===== config.mk =====
export PLATFORM = sky130hd
export DESIGN_NAME = sba_recip_div
export DESIGN_NICKNAME = d
export VERILOG_FILES = /design/src/rtl/sba_recip_div.sv
export SDC_FILE = /design/constraint.sdc
export NUM_CORES = 1
export LEC_CHECK = 0
export BUFFER_PORTS_ARGS = -buffer_cell sky130_fd_sc_hd__buf_2
export CORE_MARGIN = 2
export CORE_UTILIZATION = 43
export DETAILED_ROUTE_END_ITERATION = 16
export PLACE_DENSITY = 0.89
export SYNTH_ARGS = -nofsm -noshare
export SYNTH_HDL_FRONTEND = slang
export SYNTH_SLANG_ARGS = --single-unit

===== constraint.sdc =====
create_clock -name clk -period 1 [get_ports clk]
set_input_delay 0.2 -clock clk [delete_from_list [all_inputs] [get_ports clk]]
set_output_delay 0.2 -clock clk [all_outputs]
set_load 0.005 [all_outputs]

===== src/rtl/sba_recip_div.sv =====
// Two-stage divider by a constant: multiply by a truncated reciprocal, then
// one compare-and-subtract correction. No dependencies.
module sba_recip_div #(
	parameter int DIVISOR = 16,
	parameter int XW = 17,
	localparam int QW = XW - $clog2(DIVISOR) + 1,
	localparam int RW = $clog2(DIVISOR)
) (
	input  logic          clk,
	input  logic [XW-1:0] x,
	output logic [QW-1:0] q,
	output logic [RW-1:0] r
);

	// With the reciprocal truncated to XW fractional bits the estimate is
	// either exact or one short.
	localparam int M0 = (2 ** XW) / DIVISOR;
	localparam int MW = $clog2(M0 + 1);
	localparam logic [MW-1:0] RECIP = MW'(M0);
	localparam logic [XW-1:0] DIV_X = XW'(DIVISOR);

	logic [XW+MW-1:0] prod_s1;
	logic [XW-1:0]    x_s1;
	logic [QW-1:0]    q_est;
	logic [XW-1:0]    r_raw;

	always_ff @(posedge clk) begin
		prod_s1 <= (XW+MW)'(x) * (XW+MW)'(RECIP);
		x_s1    <= x;
	end

	always_comb begin
		q_est = QW'(prod_s1 >> XW);
		r_raw = x_s1 - (XW'(q_est) * DIV_X);
	end

	always_ff @(posedge clk) begin
		if (r_raw >= DIV_X) begin
			q <= q_est + QW'(1);
			r <= RW'(r_raw - DIV_X);
		end else begin
			q <= q_est;
			r <= RW'(r_raw);
		end
	end

endmodule


* After elaboration in Yosys (flattened, before gate mapping)
Index checks and enable logic that the tools add are counted.
** Storage, ports and cells
- Output and inout port bits :: 18
- Input port bits :: 18
- Register bits :: 35
** Cells by class
- $add $sub $neg :: 3
- Muxes and demuxes :: 2
- $lt $le $gt $ge :: 1
** Operators by type and width (count)
- greater-or-equal comparator 17 x 5 -> 1 bit (second input constant) :: 1
- subtractor 17 bit :: 1
- adder 13 x 1 -> 14 bit (second input constant) :: 1
- 2-to-1 mux 13 bit :: 1
- 2-to-1 mux 4 bit :: 1
- subtractor 4 x 1 -> 4 bit (second input constant) :: 1

* Logic depth before layout (Yosys ltp)
- Depth after elaboration :: 3
- Gate-level depth with buffers :: 1
- Depth with buffers taken out :: 0

* Worst setup path after synthesis
OpenSTA, ideal clock, no wires.
- Path kind :: flip-flop to output port
- Start point :: reg q[0]
- End point :: out q[0]
- Buffers on the path :: 0
- Setup slack :: 0.502 ns
- Data arrival time :: 0.298 ns
- Required time :: 0.800 ns
- Cell stages (with the launch flop) :: 1
- Cell sequence :: dfxtp_1
** RTL lines
- start, declared :: RTL line 11 : output logic [QW-1:0] q,
- start signal, assigned :: RTL line 39 : q <= q_est + QW'(1);
- start signal, assigned :: RTL line 42 : q <= q_est;
No word-level cell between the ends.

* Worst setup path in the final report
- Start point :: reg q[8]
- End point :: out q[8]
No word-level cell between the ends.

==> flow_summary_export.csv <==
group,metric,value,unit
clock_network,cts.sinks,34,
clock_network,root_buffer,"clkbuf_4",
cells_and_area,final_cell_mix,"34 x buf_2, 34 x dfxtp_1, 17 x dlygate4sd3_1",
timing,finalHoldViolations,0,
timing,fin_skew,0.00373,ns
route,dr.pass1.iters,4,
route,vias,415,
timing,tns,0,ns
cells_and_area,syn_to_final_growth,57.5,%
synth,syn_nets,54,
worst_setup_path,cp_data_required_time,0.80,ns
cells_and_area,nets,111,
min_path,hold_class,"flop to flop",
pwr,ir_drop,0.992,mV
synth,synth.distinct_cells,3,
worst_setup_path,path_buf_inv,1,
timing,period_minus_slack,0.939,ns
clock_network,clk_pin_slew,0.09,ns
timing,setup_ws,0.0614,ns
pwr,p_leak,0.520,nW
clock_network,cts_made_buffers,5,
global_routing,grt_use_met3,6.94,%
place,pre_cts_slack,0.396,ns
worst_setup_path,crit_chain,"buf_2",
place,gp_congestion,0.578,
global_routing,grt_pass1_vias,411,
synth,syn_area_per_cell,19.2,µm²
global_routing,gr-total-overflow,0,
clock_network,cts_setup_buffers,0,
timing,fmax,1.07,GHz
synth,syn-cell-area,692,µm²
worst_setup_path,cp-end-kind,"primary output",
clock_network,tritoncts,"yes",
route,drc,0,
synth,ys_warn_count,0,
global_routing,grt_max_degree,10,
global_routing,use_met2,26.8,%
place,io_buffers,34,
floorplan,io_pins,36,
global_routing,antenna_found_initial,0,
global_routing,grt.total_usage,13.7,%
job,drv_cap,0,
timing,fin_crit_sh,93.9,%
timing,hold_ws,0.332,ns
floorplan,row_count,14,
global_routing,busiest_layer,"met2",
timing,finalSetupViolations,0,
synth,synth-seq-cells,34,
clock_network,cts_buffer_depth,2,
clock_network,htree_num_levels,2,
cells_and_area,drive_above_1_share,41.9,%
worst_setup_path,slowest_stage,"dfxtp_1",
synth,ys_seq_area_share,98.4,%
clock_network,clk_latency,0.30,ns
timing,rsz0062_at_grt,"no",
route,dr.first_iter.drc_count,7,
synth,postSynthCellCount,36,
cells_and_area,diodes,0,
floorplan,core,1510,µm²
pwr,pwr_density_cell,2000,nW/µm²
worst_setup_path,worstPathArrival,0.74,ns
global_routing,grt_pass1_wl,1750,µm
floorplan,start_util,45.9,%
route,vias_per_cell,3.81,
floorplan,die_width,44.1,µm
route,wl_per_cell,10.7,µm
floorplan,die_area,1950,µm²
timing,slew_violations,0,
worst_setup_path,cp_slowest_stage_delay,0.33,ns
worst_setup_path,critical_path.top_delay_family,"flip-flops",
worst_setup_path,crit_path_start_kind,"flop",
outcome,status,"finished clean",
route,detail-route-antenna-nets,0,
route,routed_wl,1170,µm
global_routing,gr-usage-met1,10.6,%
worst_setup_path,critical_path_class,"flop to primary output",
worst_setup_path,cp_max_fo,1,
floorplan,fp.dieH,44.1,µm
-- where the power goes --
group | internal (W) | switching, W | leakage [nW]
clock network | 0.000265 | 0.000356 | 0.0254
registers | 0.00143 | 0.0000157 | 0.287
logic | 0.0000887 | 0.0000345 | 0.208
total | 0.00178 | 0.000406 | 0.520
-- repair_timing --
item	4_1_cts	5_1_grt
hold endpoints to repair	17	0
hold buffers	17	0
resized for setup	0	0
-- cells in the mapped netlist --
master	n	area [µm²]
dfxtp_1	34	681
buf_4	1	7.51
conb_1	1	3.75
-- metrics by stage --
stage               utilization (%)  cell area [µm²]  instances  total power [W]
finish                         72.3             1090        109          0.00218
global route                   72.3             1090        109          0.00227
CTS                            72.3             1090        109          0.00221
detailed placement             58.1              875         85          0.00154
global placement               58.1              875         85          0.00154
floorplan                         -              692         36          0.00148
-- worst paths after layout --
kind                                   from  cells after the start  slack, ns  endpoint
worst max-delay path                   q[8]                      1       0.06      q[8]
worst min-delay path            prod_s1[17]                      0       0.33      q[0]
worst max register to register  prod_s1[20]                      0       0.59      q[3]
worst min register to register  prod_s1[17]                      0       0.33      q[0]
-- sequential cells by signal (all words and copies together), names as in the netlist --
register	flops
prod_s1	17
q	13
r	4
-- metal layers --
layer / part of all wire (%) / up-vias / routed length [µm]
met4: 0.68 / 0 / 8
met2: 53 / 22 / 626
met5: 0 / - / 0
met1: 36 / 174 / 418
met3: 9.9 / 2 / 116
li1: - / 217 / -
-- layout make-up --
type	count	area (µm²)
clock buffers	7	45.0
fillers	91	417
multi-input cells	1	3.75
flip-flops and latches	34	681
well taps	16	20.0
repair buffers	51	340
-- cells by family (layout without fill, tap and decap cells) --
kind of cell,count (synthesis),count (layout),synth area share (%)
DFF,34,34,98.4
other,1,1,0.542
buffers and inverters,1,58,1.09
(Power assumes the default switching activity.)
