==> config.mk <==
export PLATFORM = sky130hd
export DESIGN_NAME = sba_ram
export DESIGN_NICKNAME = d
export VERILOG_FILES = /design/src/rtl/sba_ram.sv
export SDC_FILE = /design/constraint.sdc
export NUM_CORES = 1
export LEC_CHECK = 0
export BUFFER_PORTS_ARGS = -buffer_cell sky130_fd_sc_hd__buf_2
export CORE_MARGIN = 2
export CORE_UTILIZATION = 37
export CTS_BUF_LIST = sky130_fd_sc_hd__clkbuf_4 sky130_fd_sc_hd__clkbuf_8
export DETAILED_ROUTE_END_ITERATION = 16
export GPL_TIMING_DRIVEN = 0
export SYNTH_ARGS = -nofsm -noshare
export SYNTH_HDL_FRONTEND = slang
export SYNTH_SLANG_ARGS = --single-unit
==> constraint.sdc <==
create_clock -name clk -period 2.5 [get_ports clk]
set_input_delay 0.25 -clock clk [delete_from_list [all_inputs] [get_ports clk]]
set_output_delay 0.25 -clock clk [all_outputs]
set_load 0.03 [all_outputs]
==> src/rtl/sba_ram.sv <==
// Generic single-port synchronous RAM with a registered read port.
// No dependencies.
module sba_ram #(
	parameter int WIDTH = 8,
	parameter int DEPTH = 16,
	localparam int AW = (DEPTH > 1) ? $clog2(DEPTH) : 1
) (
	input  logic             clk,
	input  logic             en,
	input  logic             we,
	input  logic [AW-1:0]    addr,
	input  logic [WIDTH-1:0] wdata,
	output logic [WIDTH-1:0] rdata
);

	logic [WIDTH-1:0] mem [DEPTH];

	always_ff @(posedge clk) begin
		if (en) begin
			if (we) begin
				mem[addr] <= wdata;
			end else begin
				rdata <= mem[addr];
			end
		end
	end

endmodule

* After elaboration in Yosys (flattened, before gate mapping)
Memory sizes are Yosys's and may differ from the RTL's. A register that Yosys moved wholly into a read port is not among the register bits. Cells that the tools add are included.
Storage, ports and cells: bits in registers 0, output and inout port bits 8, bits of input ports 15, logic and storage cells 6, bits in writable memories 128, memories kept 1
Memories:
- mem | depth 16, width 8, rd ports 1, clocked after Yosys merged registers in 1, write ports 1, RTL line 16 | logic [WIDTH-1:0] mem [DEPTH];
Operators by class: multiplexer cells 3, reduce and logical (&&, ||, !) cells 1, bitwise logic cells 1
Operators with widths (count):
- two-way mux 1 bit | 3
- AND reduction 2 bit | 1
- inverter 1 bit | 1

* Logic depth before layout (Yosys ltp)
depth in word-level cells 3, depth in mapped cells 5, gate-level depth less buffers 3

* Worst setup path after synthesis
No wires, ideal clock.
path type input-to-reg, from input addr[0], to memory mem[0][0] (enable), arrival 1.589 ns, setup time 0.383 ns, buffers on the path 2, path slack 0.528 ns, stages 4, required time 2.117 ns, cells stage by stage buf_6 > buf_2 > or3_1 > nor3_1
RTL lines:
- start: declaration | RTL line 11 | input logic [AW-1:0] addr,
- end: declaration | RTL line 16
Straight into the memory's write port.

* Worst setup path after layout
from input addr[1], to memory mem[2][0] (enable)
Straight into the memory's write port.

==> results.toml <==
[hold_path]
worst_hold_check_path_type = "input port to flip-flop"

[drt]
drt_iter0_markers = 218
via_per_inst = 5.12
routed_wire_length_per_instance_um = 21.0
detailroute.via_count = 2391
ant_nets = 0
wirelength_um = 9790
firstDrtPassIters = 4
drcViolationCount = 0

[finish]
layout-drive-gt1-share = 0.251
n_fill_cell = 1179
areaGrowthSynthToFinish_pct = 13.1
antenna_cells_inserted = 0
fin_nets = 290
post-route-util = 0.429

[clocking]
tritoncts_clock_tree = "built"
cts_buffers = 17
clkTransAtPathRegs_ns = 0.07
clkLatencyLatePin_ns = 0.42
cts_root_buffer = "sky130_fd_sc_hd__clkbuf_8"
post_cts_hold_buffer_count = 0
cts.path.max_buffers = 2
htreeDepth = 4
cts.sink_count = 136

[timing]
fin_crit_sh = 0.901
setup_tns_ns = 0
skew_ns = 0.0102
slew_headroom = 0.181
final_max_slew_violation_count = 0
grt_setup_unrepaired = "no"
fin_crit_ns = 2.25
worst-slew-pin-transition_ns = 1.22
hold_ws_ns = 0.229
setup_viol_count_final = 0
max_clock_freq_mhz = 444
timing.final.hold_violations = 0

[floorplanning]
fp-row-count = 43
floorplan.die_area_mm2 = 0.0151
placeableCoreArea_mm2 = 0.0138
io_pins = 23
fp.dieW_um = 123
initial_core_util = 0.379
fp.dieH_um = 123

[global_routing]
grt_usage = 0.143
number_of_antenna_violations_at_the_first_check_in_global_routing = 0
grt_start_max_net_pins = 17
overflow = 0
first_global_vias = 2430
grt_first_pass_wirelength_um = 14800

[setup_path]
critPathMaxStageDelay_ns = 1.00
timing.critical_path.from_type = "input port"
timing.critical_path.slowest_stage_cell = "sky130_fd_sc_hd__nor3_1"
worst-endpoint-required_ns = 2.53
crit_path_cell_trace = "buf_2, buf_1, nand4b_1, nor3_1"
crit_arrival_ns = 2.28
end_kind = "flip-flop"
worst-setup-path-type = "input port to flip-flop"
critPathBufInv = 2
critPathTopFamily = "simple AND/OR/NAND/NOR gates"
crit_path_max_fanout = 10

[power]
post-layout-total-power_mw = 4.34
p_leak_nw = 1.91
worst_ir_drop_vdd_uv = 573
pwr_density_cell_mw_per_mm2 = 733

[synth]
yosysTopAreaCell = "sky130_fd_sc_hd__edfxtp_1"
synth_compound_gate_area_share = 0.0229
post_synthesis_net_count = 249
synth-adder-area-share = 0
mappedNetlistArea_mm2 = 0.00524
xor_xnor_share_of_the_synthesized_area = 0
synth-seq-area-share = 0.780
synth_top_cells_by_area = "sky130_fd_sc_hd__edfxtp_1 78%, sky130_fd_sc_hd__mux4_1 8.0%, sky130_fd_sc_hd__mux4_2 6.9%"
synthesis.area_per_instance_um2 = 22.4
synth_top_cell_area_share = 0.780
synth.mux.area_fraction = 0.149
synth-seq-cells = 136
synthCells = 234
synth_top_family_by_area = "multiplexers"
post_synth_num_cell_types = 18
synth_simple_gate_area_share = 0.0332
yosys_warnings = 0

[place]
io_buffers = 20
gp_congestion = 0.864
dpl.hpwl_um = 6300

[status]
status = "complete, no violations"

[run]
cap_viol_max_count = 0
-- state kept, by name, indices dropped and copies added, names as in the netlist --
signal	count
rdata	8
mem	128
-- cell usage in the layout (no fill, tap or decap) --
master                       synthesis  layout
sky130_fd_sc_hd__clkbuf_1            5       5
sky130_fd_sc_hd__inv_6               0       2
sky130_fd_sc_hd__a22oi_1            16      16
sky130_fd_sc_hd__nor3_1              4       3
sky130_fd_sc_hd__nor2_1             13      13
sky130_fd_sc_hd__buf_4               0       1
sky130_fd_sc_hd__clkbuf_4            0       1
sky130_fd_sc_hd__nand2b_1            2       2
sky130_fd_sc_hd__buf_6               2       2
sky130_fd_sc_hd__mux4_2             16      16
sky130_fd_sc_hd__buf_8               1       1
sky130_fd_sc_hd__nand4b_1            2       2
sky130_fd_sc_hd__clkbuf_8            0      17
sky130_fd_sc_hd__clkinv_2            0       3
sky130_fd_sc_hd__buf_2               3      23
sky130_fd_sc_hd__clkinv_1            0       4
sky130_fd_sc_hd__or3_1               1       1
sky130_fd_sc_hd__mux4_1             16      16
sky130_fd_sc_hd__nor2b_1             3       3
sky130_fd_sc_hd__clkinvlp_4          0       3
sky130_fd_sc_hd__bufinv_16           0       1
sky130_fd_sc_hd__nand4_1             1       1
sky130_fd_sc_hd__edfxtp_1          136     136
sky130_fd_sc_hd__nand2_1            10      10
sky130_fd_sc_hd__and2_1              1       1
sky130_fd_sc_hd__nor3_2              0       1
sky130_fd_sc_hd__clkinv_4            0       1
sky130_fd_sc_hd__buf_1               2       2
-- worst reg2reg max path, stage by stage, from the launching register on --
cell                       delay (ns)
sky130_fd_sc_hd__edfxtp_1        0.36
sky130_fd_sc_hd__mux4_1          0.53
sky130_fd_sc_hd__a22oi_1         0.43
sky130_fd_sc_hd__nand2_1         0.12
-- logic make-up (layout without fill, tap and decap cells) --
family	count (synthesis)	count (layout)
AOI/OAI and AO/OA	16	16
DFF	136	136
and+or+nand+nor	37	37
buffers and inverters	13	66
muxes	32	32
-- worst paths after layout --
check,from,end,slack [ns],cells after the start
min,wdata[0],mem[9][0],0.23,1
max,addr[1],mem[2][0],0.25,4
min reg2reg,mem[4][2],rdata[2],0.78,3
max reg2reg,mem[10][1],rdata[1],0.78,3
-- power by group --
group	internal [mW]	switching (mW)
combinational	0.0845	0.142
clock	0.766	0.802
sequential	2.54	0.00580
-- layer usage --
metal  track usage  vias up  share of wire
li1              -     1082              -
met1         0.192     1229           0.43
met2         0.217       69           0.49
met3        0.0530       11          0.071
met4        0.0447        0          0.011
met5             0        -              0
-- what timing repair did --
item / CTS / global route
resized for setup: 0 / 1
setup buffers: 0 / 0
endpoints found under the setup margin: 0 / 8
-- cells in the mapped netlist (all sizes together) --
library cell,n
clkbuf,5
edfxtp,136
and2,1
nor2,13
nand2b,2
nand4b,2
nand2,10
buf,8
a22oi,16
nor3,4
nor2b,3
mux4,32
or3,1
nand4,1
-- through the flow --
stage               std cells  setup slack, ns  area, µm²
finish                    467            0.248       5930
CTS                       465            0.152       5910
global route              467            0.142       5930
floorplan                 234            0.528       5240
global placement          434           -0.288       5560
detailed placement        434           -0.316       5560
-- area by class of cell --
class / instances / area [µm²] / share of cell area
multi-input combinational: 85 / 1080 / 0.182
clock buffer: 17 / 234 / 0.0395
buffer: 13 / 78.8 / 0.0133
clock inverter: 14 / 109 / 0.0184
timing repair buffer: 22 / 115 / 0.0194
tap: 180 / 225 / 0.0380
sequential: 136 / 4080 / 0.689
Note: power is estimated with default switching activity, not from simulation.
